### src/design/sbot_pkg.sv
// shared types and constants for the bulk-only transport engine
package sbot_pkg;

  localparam logic [31:0] CBW_SIG = 32'h4342_5355;
  localparam logic [6:0]  CBW_LEN = 7'd31;

  // configuration register indexes
  localparam logic [1:0] REG_MEDIUM_READY = 2'd0;
  localparam logic [1:0] REG_WRITABLE     = 2'd1;
  localparam logic [1:0] REG_CAPACITY     = 2'd2;

  typedef enum logic [1:0] {
    FUNC_OUT   = 2'd0,
    FUNC_IN    = 2'd1,
    FUNC_RESET = 2'd2,
    FUNC_NONE  = 2'd3
  } func_t;

  typedef enum logic [2:0] {
    ACT_NAK   = 3'd0,
    ACT_READ  = 3'd1,
    ACT_WRITE = 3'd2,
    ACT_RESP  = 3'd3,
    ACT_CSW   = 3'd4
  } act_t;

  typedef enum logic [4:0] {
    PH_IDLE   = 5'b00001,
    PH_READ   = 5'b00010,
    PH_WRITE  = 5'b00100,
    PH_RESP   = 5'b01000,
    PH_STATUS = 5'b10000
  } phase_t;

  localparam logic [7:0] OP_TUR   = 8'h00;
  localparam logic [7:0] OP_SENSE = 8'h03;
  localparam logic [7:0] OP_INQ   = 8'h12;
  localparam logic [7:0] OP_MS6   = 8'h1A;
  localparam logic [7:0] OP_SSU   = 8'h1B;
  localparam logic [7:0] OP_PAMR  = 8'h1E;
  localparam logic [7:0] OP_CAP   = 8'h25;
  localparam logic [7:0] OP_READ  = 8'h28;
  localparam logic [7:0] OP_WRITE = 8'h2A;
  localparam logic [7:0] OP_MS10  = 8'h5A;

  localparam logic [2:0] RK_SENSE = 3'd0;
  localparam logic [2:0] RK_INQ   = 3'd1;
  localparam logic [2:0] RK_MS6   = 3'd2;
  localparam logic [2:0] RK_MS10  = 3'd3;
  localparam logic [2:0] RK_CAP   = 3'd4;

  // classified event kinds from the front part
  typedef enum logic [2:0] {
    EV_NAK   = 3'd0,
    EV_RESET = 3'd1,
    EV_OUT   = 3'd2,
    EV_CBW   = 3'd3,
    EV_IN    = 3'd4
  } ev_t;

  // one classified event
  typedef struct packed {
    ev_t         kind;
    logic [6:0]  len;
    logic [31:0] tag;
    logic [31:0] dlen;
    logic [7:0]  op;
    logic [31:0] lba;
    logic [15:0] nblk;
  } event_t;

  // one result beat
  typedef struct packed {
    act_t        action;
    logic [31:0] block_address;
    logic [8:0]  byte_offset;
    logic [6:0]  packet_length;
    logic [2:0]  response_kind;
    logic [63:0] response_word;
    logic [31:0] status_tag;
    logic [31:0] status_residue;
    logic        status_code;
    logic        last;
  } result_t;

endpackage

### src/design/sbot_front.sv
// front part: takes input beats, classifies them, two-entry queue
module sbot_front (
  input  logic                 clk,
  input  logic                 rst,
  input  logic                 in_valid,
  output logic                 in_ready,
  input  logic [1:0]           func,
  input  logic [6:0]           rx_length,
  input  logic [31:0]          signature,
  input  logic [31:0]          cbw_tag,
  input  logic [31:0]          cbw_data_length,
  input  logic [7:0]           scsi_opcode,
  input  logic [31:0]          start_lba,
  input  logic [15:0]          block_count,
  output logic                 ev_valid,
  input  logic                 ev_ready,
  output sbot_pkg::event_t     ev
);
  import sbot_pkg::*;

  event_t     q [2];
  logic       rd_ptr, wr_ptr;
  logic [1:0] count;
  event_t     cls;
  logic       push, pop;

  // classify the incoming beat
  always_comb begin
    cls      = '0;
    cls.len  = rx_length;
    cls.tag  = cbw_tag;
    cls.dlen = cbw_data_length;
    cls.op   = scsi_opcode;
    cls.lba  = start_lba;
    cls.nblk = block_count;
    unique case (func_t'(func))
      FUNC_OUT: begin
        if (rx_length == CBW_LEN && signature == CBW_SIG) cls.kind = EV_CBW;
        else cls.kind = EV_OUT;
      end
      FUNC_IN:    cls.kind = EV_IN;
      FUNC_RESET: cls.kind = EV_RESET;
      default:    cls.kind = EV_NAK;
    endcase
  end

  assign in_ready = (count != 2'd2);
  assign ev_valid = (count != 2'd0);
  assign ev       = q[rd_ptr];
  assign push     = in_valid && in_ready;
  assign pop      = ev_valid && ev_ready;

  // queue storage
  always_ff @(posedge clk) begin
    if (push) q[wr_ptr] <= cls;
  end

  // queue pointers
  always_ff @(posedge clk) begin
    if (rst) begin
      rd_ptr <= 1'b0;
      wr_ptr <= 1'b0;
      count  <= 2'd0;
    end else begin
      if (push) wr_ptr <= ~wr_ptr;
      if (pop)  rd_ptr <= ~rd_ptr;
      count <= count + {1'b0, push} - {1'b0, pop};
    end
  end
endmodule

### src/design/sbot_back.sv
// back part: protocol state and result generation, two-slot output register
module sbot_back #(
  parameter int BLOCK_BYTES  = 512,
  parameter int PACKET_BYTES = 64
) (
  input  logic                 clk,
  input  logic                 rst,
  input  logic                 ev_valid,
  output logic                 ev_ready,
  input  sbot_pkg::event_t     ev,
  input  logic                 medium_ready,
  input  logic                 writable,
  input  logic [31:0]          capacity_blocks,
  output logic                 res_valid,
  input  logic                 res_ready,
  output sbot_pkg::result_t    res
);
  import sbot_pkg::*;

  localparam int PPB_RAW = BLOCK_BYTES / PACKET_BYTES;
  localparam int PPB     = (PPB_RAW < 1) ? 1 : PPB_RAW;
  localparam int PIW     = (PPB > 1) ? $clog2(PPB) : 1;
  localparam logic [6:0] PKT_LEN = 7'(PACKET_BYTES);
  localparam logic [6:0] PKT_CAP = 7'(PACKET_BYTES > 127 ? 127 : PACKET_BYTES);

  phase_t         phase, phase_next;
  logic [31:0]    saved_tag, saved_tag_next;
  logic [31:0]    cur_lba, cur_lba_next;
  logic [15:0]    blocks_left, blocks_left_next;
  logic [PIW-1:0] pkt_idx, pkt_idx_next;

  result_t        r0, r1;
  logic           two;
  // output slots: main register plus a second for the trailing csw
  result_t        out0, out1;
  logic           v0, v1;

  logic [31:0]    adv_lba;
  logic [15:0]    adv_left;
  logic [PIW-1:0] adv_idx;
  logic           adv_more;
  logic [6:0]     wlen;
  logic [63:0]    wp8;
  logic [8:0]     offs;

  assign ev_ready = !v1 && (!v0 || res_ready);

  // advance one packet slot
  always_comb begin
    adv_lba  = cur_lba;
    adv_left = blocks_left;
    adv_idx  = pkt_idx + PIW'(1);
    if (PPB == 1 || pkt_idx == PIW'(PPB - 1)) begin
      adv_idx  = '0;
      adv_lba  = cur_lba + 32'd1;
      adv_left = blocks_left - 16'd1;
    end
    adv_more = (adv_left != 16'd0);
  end

  assign wlen = (ev.len > PKT_CAP) ? PKT_CAP : ev.len;
  assign wp8  = writable ? 64'd0 : 64'h80;
  assign offs = 9'(32'(pkt_idx) * 32'(PACKET_BYTES));

  // decide results for the event at the head of the queue
  always_comb begin
    phase_next       = phase;
    saved_tag_next   = saved_tag;
    cur_lba_next     = cur_lba;
    blocks_left_next = blocks_left;
    pkt_idx_next     = pkt_idx;
    r0 = '0;
    r1 = '0;
    r0.action = ACT_NAK;
    r0.last   = 1'b1;
    r1.action = ACT_CSW;
    r1.last   = 1'b1;
    r1.status_tag = saved_tag;
    two = 1'b0;
    unique case (ev.kind)
      EV_RESET: begin
        phase_next       = PH_IDLE;
        saved_tag_next   = '0;
        cur_lba_next     = '0;
        blocks_left_next = '0;
        pkt_idx_next     = '0;
      end
      EV_OUT, EV_CBW: begin
        if (phase == PH_WRITE) begin
          r0.action        = ACT_WRITE;
          r0.block_address = cur_lba;
          r0.byte_offset   = offs;
          r0.packet_length = wlen;
          cur_lba_next     = adv_lba;
          blocks_left_next = adv_left;
          pkt_idx_next     = adv_idx;
          if (!adv_more) begin
            r0.last    = 1'b0;
            two        = 1'b1;
            phase_next = PH_STATUS;
          end
        end else if (ev.kind == EV_CBW) begin
          saved_tag_next = ev.tag;
          pkt_idx_next   = '0;
          r0.status_tag  = ev.tag;
          unique case (ev.op)
            OP_TUR: begin
              r0.action         = ACT_CSW;
              r0.status_residue = medium_ready ? 32'd0 : ev.dlen;
              r0.status_code    = ~medium_ready;
              phase_next        = PH_STATUS;
            end
            OP_SSU, OP_PAMR: begin
              r0.action  = ACT_CSW;
              phase_next = PH_STATUS;
            end
            OP_SENSE, OP_INQ, OP_MS6, OP_MS10, OP_CAP: begin
              r0.action     = ACT_RESP;
              r0.status_tag = '0;
              phase_next    = PH_RESP;
              unique case (ev.op)
                OP_SENSE: begin
                  r0.response_kind = RK_SENSE;
                  r0.packet_length = (PKT_CAP < 7'd18) ? PKT_CAP : 7'd18;
                end
                OP_INQ: begin
                  r0.response_kind = RK_INQ;
                  r0.packet_length = (PKT_CAP < 7'd36) ? PKT_CAP : 7'd36;
                end
                OP_MS6: begin
                  r0.response_kind = RK_MS6;
                  r0.packet_length = (PKT_CAP < 7'd4) ? PKT_CAP : 7'd4;
                  r0.response_word = (64'd3 << 56) | (wp8 << 40);
                end
                OP_MS10: begin
                  r0.response_kind = RK_MS10;
                  r0.packet_length = 7'd8;
                  r0.response_word = (64'd6 << 48) | (wp8 << 32);
                end
                default: begin
                  r0.response_kind = RK_CAP;
                  r0.packet_length = 7'd8;
                  r0.response_word = {capacity_blocks - 32'd1, 32'(BLOCK_BYTES)};
                end
              endcase
            end
            OP_READ, OP_WRITE: begin
              if (ev.nblk == 16'd0) begin
                r0.action  = ACT_CSW;
                phase_next = PH_STATUS;
              end else begin
                r0.status_tag    = '0;
                cur_lba_next     = ev.lba;
                blocks_left_next = ev.nblk;
                if (ev.op == OP_WRITE) begin
                  phase_next = PH_WRITE;
                end else begin
                  phase_next       = PH_READ;
                  r0.action        = ACT_READ;
                  r0.block_address = ev.lba;
                  r0.packet_length = PKT_LEN;
                end
              end
            end
            default: begin
              r0.action         = ACT_CSW;
              r0.status_residue = ev.dlen;
              r0.status_code    = 1'b1;
              phase_next        = PH_STATUS;
            end
          endcase
        end
      end
      EV_IN: begin
        if (phase == PH_READ) begin
          cur_lba_next     = adv_lba;
          blocks_left_next = adv_left;
          pkt_idx_next     = adv_idx;
          if (adv_more) begin
            r0.action        = ACT_READ;
            r0.block_address = adv_lba;
            r0.byte_offset   = 9'(32'(adv_idx) * 32'(PACKET_BYTES));
            r0.packet_length = PKT_LEN;
          end else begin
            r0.action     = ACT_CSW;
            r0.status_tag = saved_tag;
            phase_next    = PH_STATUS;
          end
        end else if (phase == PH_RESP) begin
          r0.action     = ACT_CSW;
          r0.status_tag = saved_tag;
          phase_next    = PH_STATUS;
        end else if (phase == PH_STATUS) begin
          phase_next = PH_IDLE;
        end
      end
      default: ;
    endcase
  end

  // protocol state
  always_ff @(posedge clk) begin
    if (rst) begin
      phase       <= PH_IDLE;
      saved_tag   <= '0;
      cur_lba     <= '0;
      blocks_left <= '0;
      pkt_idx     <= '0;
    end else if (ev_valid && ev_ready) begin
      phase       <= phase_next;
      saved_tag   <= saved_tag_next;
      cur_lba     <= cur_lba_next;
      blocks_left <= blocks_left_next;
      pkt_idx     <= pkt_idx_next;
    end
  end

  // output slots
  always_ff @(posedge clk) begin
    if (rst) begin
      v0 <= 1'b0;
      v1 <= 1'b0;
    end else if (ev_valid && ev_ready) begin
      v0 <= 1'b1;
      v1 <= two;
    end else if (v0 && res_ready) begin
      v0 <= v1;
      v1 <= 1'b0;
    end
  end

  always_ff @(posedge clk) begin
    if (ev_valid && ev_ready) begin
      out0 <= r0;
      out1 <= r1;
    end else if (v0 && res_ready) begin
      out0 <= out1;
    end
  end

  assign res_valid = v0;
  assign res       = out0;
endmodule

### src/design/scsi_bulk_only_transport_engine_unit.sv
// top level of the usb mass storage bulk-only transport engine
//
//  channel  handshake            beat
//  in       in_valid/in_ready    one bulk endpoint event
//  out      out_valid/out_ready  one action result
//  cfg      cfg_we               register write (index, data)
//
// events are taken every cycle while the output register is free. a last
// write packet gives two beats, so that event holds the back part until its
// first beat is taken. a two-entry queue sits between the classifier and
// the protocol logic. reset is synchronous and clears state.
module scsi_bulk_only_transport_engine_unit #(
  parameter int BLOCK_BYTES  = 512,
  parameter int PACKET_BYTES = 64
) (
  input  logic        clk,
  input  logic        rst,
  input  logic        in_valid,
  output logic        in_ready,
  input  logic [1:0]  func,
  input  logic [6:0]  rx_length,
  input  logic [31:0] signature,
  input  logic [31:0] cbw_tag,
  input  logic [31:0] cbw_data_length,
  input  logic [7:0]  scsi_opcode,
  input  logic [31:0] start_lba,
  input  logic [15:0] block_count,
  output logic        out_valid,
  input  logic        out_ready,
  output logic [2:0]  action,
  output logic [31:0] block_address,
  output logic [8:0]  byte_offset,
  output logic [6:0]  packet_length,
  output logic [2:0]  response_kind,
  output logic [63:0] response_word,
  output logic [31:0] status_tag,
  output logic [31:0] status_residue,
  output logic        status_code,
  output logic        last,
  input  logic        cfg_we,
  input  logic [1:0]  cfg_index,
  input  logic [31:0] cfg_data
);
  import sbot_pkg::*;

  logic        medium_ready, writable;
  logic [31:0] capacity_blocks;
  logic        ev_valid, ev_ready;
  event_t      ev;
  result_t     res;

  // configuration registers
  always_ff @(posedge clk) begin
    if (rst) begin
      medium_ready    <= 1'b0;
      writable        <= 1'b1;
      capacity_blocks <= 32'd1;
    end else if (cfg_we) begin
      if (cfg_index == REG_MEDIUM_READY) medium_ready <= cfg_data[0];
      if (cfg_index == REG_WRITABLE)     writable <= cfg_data[0];
      if (cfg_index == REG_CAPACITY)     capacity_blocks <= cfg_data;
    end
  end

  sbot_front u_front (
    .clk, .rst, .in_valid, .in_ready, .func, .rx_length, .signature,
    .cbw_tag, .cbw_data_length, .scsi_opcode, .start_lba, .block_count,
    .ev_valid, .ev_ready, .ev
  );

  sbot_back #(.BLOCK_BYTES(BLOCK_BYTES), .PACKET_BYTES(PACKET_BYTES)) u_back (
    .clk, .rst, .ev_valid, .ev_ready, .ev, .medium_ready, .writable,
    .capacity_blocks, .res_valid(out_valid), .res_ready(out_ready), .res
  );

  assign action         = res.action;
  assign block_address  = res.block_address;
  assign byte_offset    = res.byte_offset;
  assign packet_length  = res.packet_length;
  assign response_kind  = res.response_kind;
  assign response_word  = res.response_word;
  assign status_tag     = res.status_tag;
  assign status_residue = res.status_residue;
  assign status_code    = res.status_code;
  assign last           = res.last;

  // a non-final beat is always a storage write
  a_nonlast_write: assert property (@(posedge clk) disable iff (rst)
    out_valid && !last |-> action == ACT_WRITE)
    else $error("non-final beat that is not a write");

  // a non-final write is followed by a csw
  a_write_then_csw: assert property (@(posedge clk) disable iff (rst)
    out_valid && out_ready && !last |=> out_valid && action == ACT_CSW)
    else $error("csw missing after final write");

  // failed status only on csw
  a_fail_csw: assert property (@(posedge clk) disable iff (rst)
    out_valid && status_code |-> action == ACT_CSW)
    else $error("failed status on non-csw beat");
endmodule
### config.mk
export PLATFORM = sky130hd
export DESIGN_NAME = scsi_bulk_only_transport_engine_unit
export DESIGN_NICKNAME = d
export VERILOG_FILES = /design/src/design/sbot_pkg.sv /design/src/design/sbot_front.sv /design/src/design/sbot_back.sv /design/src/design/scsi_bulk_only_transport_engine_unit.sv
export SDC_FILE = /design/constraint.sdc
export NUM_CORES = 1
export LEC_CHECK = 0
export BUFFER_PORTS_ARGS = -buffer_cell sky130_fd_sc_hd__buf_2
export CORE_MARGIN = 4
export CORE_UTILIZATION = 50
export CTS_BUF_LIST = sky130_fd_sc_hd__clkbuf_8 sky130_fd_sc_hd__clkbuf_16
export DETAILED_ROUTE_END_ITERATION = 10
export GPL_ROUTABILITY_DRIVEN = 0
export PLACE_DENSITY = 0.7
export SKIP_CTS_REPAIR_TIMING = 1
export SLEW_MARGIN = 20
export SYNTH_ARGS = -nofsm -noshare
export SYNTH_HDL_FRONTEND = slang
export SYNTH_SLANG_ARGS = --single-unit
### constraint.sdc
create_clock -name clk -period 8.1 [get_ports clk]
set_input_delay 0.81 -clock clk [delete_from_list [all_inputs] [get_ports clk]]
set_output_delay 0.81 -clock clk [all_outputs]
set_load 0.005 [all_outputs]
**Word-level counts from Yosys, hierarchy flattened**

Memory sizes are Yosys's and may differ from the RTL's. A register that Yosys moved wholly into a read port is not among the register bits.
Cells that the tools add are included.

- Bits in registers: 344
- Bits of input ports: 200
- Memories kept: 1
- Word-level logic and storage cells: 180
- Output and inout bits: 186
- Memory bits (writable): 260

Memory list:

| memory | words | width | rd ports | clocked after Yosys merged registers in | wr ports | line | RTL |
|---|---|---|---|---|---|---|---|
| u_front.q | 2 | 130 | 1 | 1 | 1 | sbot_front.sv:21 | `event_t q [2];` |

- $add $sub $neg: 6
- Reduce and logical (&&, ||, !) cells: 29
- Bitwise logic cells: 3
- Equal/unequal tests: 32
- Multiplexer cells: 84
- $lt $le $gt $ge: 1

Operators with widths:

| cell | number |
|---|---|
| $mux 32 | 15 |
| $mux 184 | 2 |
| $pmux 32 s2 | 3 |
| $pmux 64 s3 | 1 |
| $mux 139 | 1 |
| $mux 67 | 2 |
| $mux 132 | 1 |
| $pmux 51 s2 | 1 |
| $mux 16 | 6 |
| $mux 48 | 2 |
| $pmux 32 s3 | 1 |
| $mux 35 | 2 |
| $pmux 33 s2 | 1 |
| $pmux 16 s3 | 1 |
| $pmux 9 s4 | 1 |
| $mux 5 | 7 |
| $mux 34 | 1 |
| $mux 33 | 1 |
| $add 32x1->32 const B | 1 |
| $eq 32x31->1 const B | 1 |
| $eq 8x5->1 const B | 4 |
| $sub 32x1->32 const B | 1 |
| $mux 7 | 4 |
| $mux 3 | 9 |
| 47 further kinds | 86 |

**Longest topological paths before layout**

- Word-level depth: 8
- Mapped depth: 13
- Mapped depth without buffers: 9

**Cells and area by module**

Synthesis repeated with hierarchy kept, for this count alone.

- Cell total of the unflattened synthesis: 1928
- Area total of the unflattened synthesis: 24572.3 sq um

By module, submodules not included:

| module | times used | seq. area each (sq um) | area each (sq um) | cells an instance |
|---|---|---|---|---|
| sbot_back | 1 | 7146.9 | 13246.5 | 1333 |
| sbot_front | 1 | 7907.6 | 9770.6 | 446 |
| scsi_bulk_only_transport_engine_unit | 1 | 680.7 | 1555.2 | 149 |

**Worst setup path after synthesis**

OpenSTA, ideal clock, no wires.

- Path kind: input to register
- From: in in_valid
- To: mem u_front.q[0][0] (netlist name), enable pin
- Arrival time: 6.298 ns
- Setup slack: 1.181 ns
- Data required time: 7.479 ns
- Path buffers: 0
- Stages on the path: 2
- Cells stage by stage: nand2_1 nor2_1

- Word-level cells in the longest chain between the ends: 3

Ends and longest elaborated chain:

| item | line | RTL |
|---|---|---|
| start: declaration | scsi_bulk_only_transport_engine_unit.sv:18 | `input logic in_valid,` |
| $logic_and 1x1->1 | sbot_front.sv:50 | `assign push = in_valid && in_ready;` |
| $mux 1 | sbot_front.sv:55 | `if (push) q[wr_ptr] <= cls;` |
| $mux 1 (not written as such) | sbot_front.sv:55 |  |
| end: declaration | sbot_front.sv:21 |  |

Every way passes these cells.

==> impl_metrics.ini <==
[status]
outcome = completed

[clock_tree]
htreeDepth = 2
cts_buffer_depth = 3
cts.reportedPaths.clkPinSlew_ps = 60
numCtsBuffers = 58
clock_latency_ps = 610
cts.sinks = 567
tritoncts = done
root_buffer = clkbuf_16

[route]
vias_per_cell = 5.84
wl_per_cell_um = 21.3
firstDrtPassIters = 6
vias = 17000
drtAntennaViolNets = 0
drt-initial-drc-count = 1404
drc_errors = 0
wirelength_um = 61900

[global_routing]
use_met2_pct = 37.7
grt_overflow = 0
antenna_found_initial = 16
grt_first_pass_wirelength_um = 93100
busiest_layer = met2
grtUsageMet1_pct = 30.8
grtUsageTotal_pct = 23.0
grtUsageMet3_pct = 5.98
grt_pass1_vias = 16400
grt_max_degree = 109

[pwr]
leakage_nw = 10.1
ir_drop_mv = 0.188
switching_share_pct = 29.9
p_comb_share_pct = 22.0
p_seq_share_pct = 48.0
clkPwrFrac_pct = 30.0
power_density_nw_per_um2 = 312
netSwitchingPower_w = 0.00262
intPower_w = 0.00615

[placement]
io_buffer_count = 348
numPlacedInstances = 2797
dp_hpwl_um = 40900

[sta]
fin_crit_ps = 4480
finalMaxSlewViolations = 0
fin_skew_ps = 26.3
hold_viol = 0
holdWs_ps = 388
setup_viol = 0
slew_headroom_pct = 25.9
tns_ps = 0
post-route-period-util_pct = 55.3
rsz0062_at_grt = no
fmax_mhz = 223
worst_pin_slew_ps = 1110

[die]
start_util_pct = 50.5
die_w_um = 227
num_rows = 80
die_y_um = 227
core_region_area_um2 = 47600
die_area_um2 = 51700
ios = 386

[yosys]
synth.distinct_cells = 86
yosysWarnings = 0
synth_top_cells_by_count = edfxtp_1, nor2_1, nand2_1
synth-seq-cells = 567
async_reset_ff_share_pct = 0
synthTopCellsByArea = edfxtp_1, dfxtp_1, mux2i_1, nor2_1, a21oi_1
syn_inst = 1926
yosysTopAreaCellShare_pct = 54.6
yosysTopAreaCell = edfxtp_1
yosysSeqAreaShare_pct = 65.3
synth_edf_count = 438
avgSynthCellArea_um2 = 12.5
post-synth-top-count-cell = edfxtp_1
ys.flop_type = edfxtp_1
netlist_area_um2 = 24100

[final_layout]
areaGrowthSynthToFinish_pct = 16.8
nets = 2449
final_layout_size_suffix_gt1_share_pct = 23.0
fin_cells = 2912
multi_input_area_um2 = 7670
n_fill_cell = 3817
register_area_um2 = 15700

[worst_setup_path]
crit_chain = buf_4 -> and3b_1 -> or2_2 -> nand2_1 -> nor2_1 -> nand4b_4 -> nor3_1 -> a221o_1
slowest_delay_ps = 740
arrival_ps = 4940
cp_slowest_cell = dfxtp_4
worstSetupEndpointType = flip-flop
path_max_fanout = 45
critPathLaunchType = flip-flop
path_delay_family = simple AND/OR/NAND/NOR gates
crit_buf_inv = 1
cp_data_required_time_ps = 8560
critPathKind = reg -> reg

[flow_run]
drv_cap = 0

[hold_path]
hold_class = in -> reg
worstHoldStart = cbw_data_length[27]
[metal layers]
metal | share of wire, % | wire length, um
met2 | 48 | 29500
met1 | 41 | 25200
met5 | 0.20 | 121
met3 | 9.1 | 5670
met4 | 2.2 | 1380
[placed cells by master, fill, tap and decap left out, drive strengths merged, types with 8 or more instances in the layout]
cell,instances
nor4,30
xor2,16
nand2,161
clkinv,15
nand4,15
nor3,105
a21oi,125
buf,371
nor2b,9
mux2i,102
dfxtp,129
xnor2,36
a32o,15
a221oi,8
a22oi,23
o22ai,12
a221o,34
o21ai,74
clkbuf,66
o31ai,9
edfxtp,438
or3,10
conb,37
nor2,196
nand3,29
inv,41
mux2,32
[kinds of logic after synthesis]
family	Yosys count	share of synthesized area [%]
AO/OA/AOI/OAI	367	10.4
XOR/XNOR	52	1.89
adder cells (fa/ha/maj)	7	0.364
buffers and inverters	173	3.65
flip-flops	567	65.3
multiplexers	134	5.77
other	1	0.0156
AND/OR/NAND/NOR	625	12.6
[stage by stage]
stage                     power, W  area [um^2]  utilization (%)  setup WS [ps]
after floorplan            0.00541        24200                -           1180
after global placement     0.00615        26200             54.9           3390
after detailed placement   0.00620        26200             54.9           3260
after CTS                  0.00885        28100             59.0           3220
after global routing       0.00918        28100             59.0           3270
final                      0.00877        28100             59.0           3620
[area by class of cell]
type	instances	share of cell area, %
Inverter	22	0.294
Clock buffer	66	5.59
Tap cell	615	2.74
Clock inverter	42	1.21
Timing Repair Buffer	371	6.87
Multi-Input combinational cell	1222	27.3
Antenna cell	7	0.0623
Sequential cell	567	56.0
[registers in the layout, indices dropped and copies added, names as in the netlist, 2 cells and up, named ones only]
| name | flops |
|---|---|
| u_back.blocks_left | 16 |
| u_front.q | 260 |
| u_back.out1 | 32 |
| u_back.res | 146 |
| u_back.saved_tag | 32 |
| u_back.cur_lba | 32 |
| capacity_blocks | 32 |
| u_back.phase | 5 |
| u_front.count | 2 |
| u_back.pkt_idx | 3 |
[power by group through the flow]
stage / clock network [W] / registers (W) / logic [W]
after global routing: 0.00282 / 0.00426 / 0.00209
final: 0.00264 / 0.00421 / 0.00193
after floorplan: 0 / 0.00429 / 0.00112
after detailed placement: 0 / 0.00427 / 0.00194
after CTS: 0.00269 / 0.00421 / 0.00194
after global placement: 0 / 0.00425 / 0.00190
[worst paths after layout]
path,endpoint,slack [ps],depth (start not counted)
max,u_back.res[38],3620,8
min,u_front.q[0][83],390,1
max reg2reg,u_back.res[38],3620,8
min reg2reg,u_back.out1[65],460,0
Power figures use the tool's default switching activity.
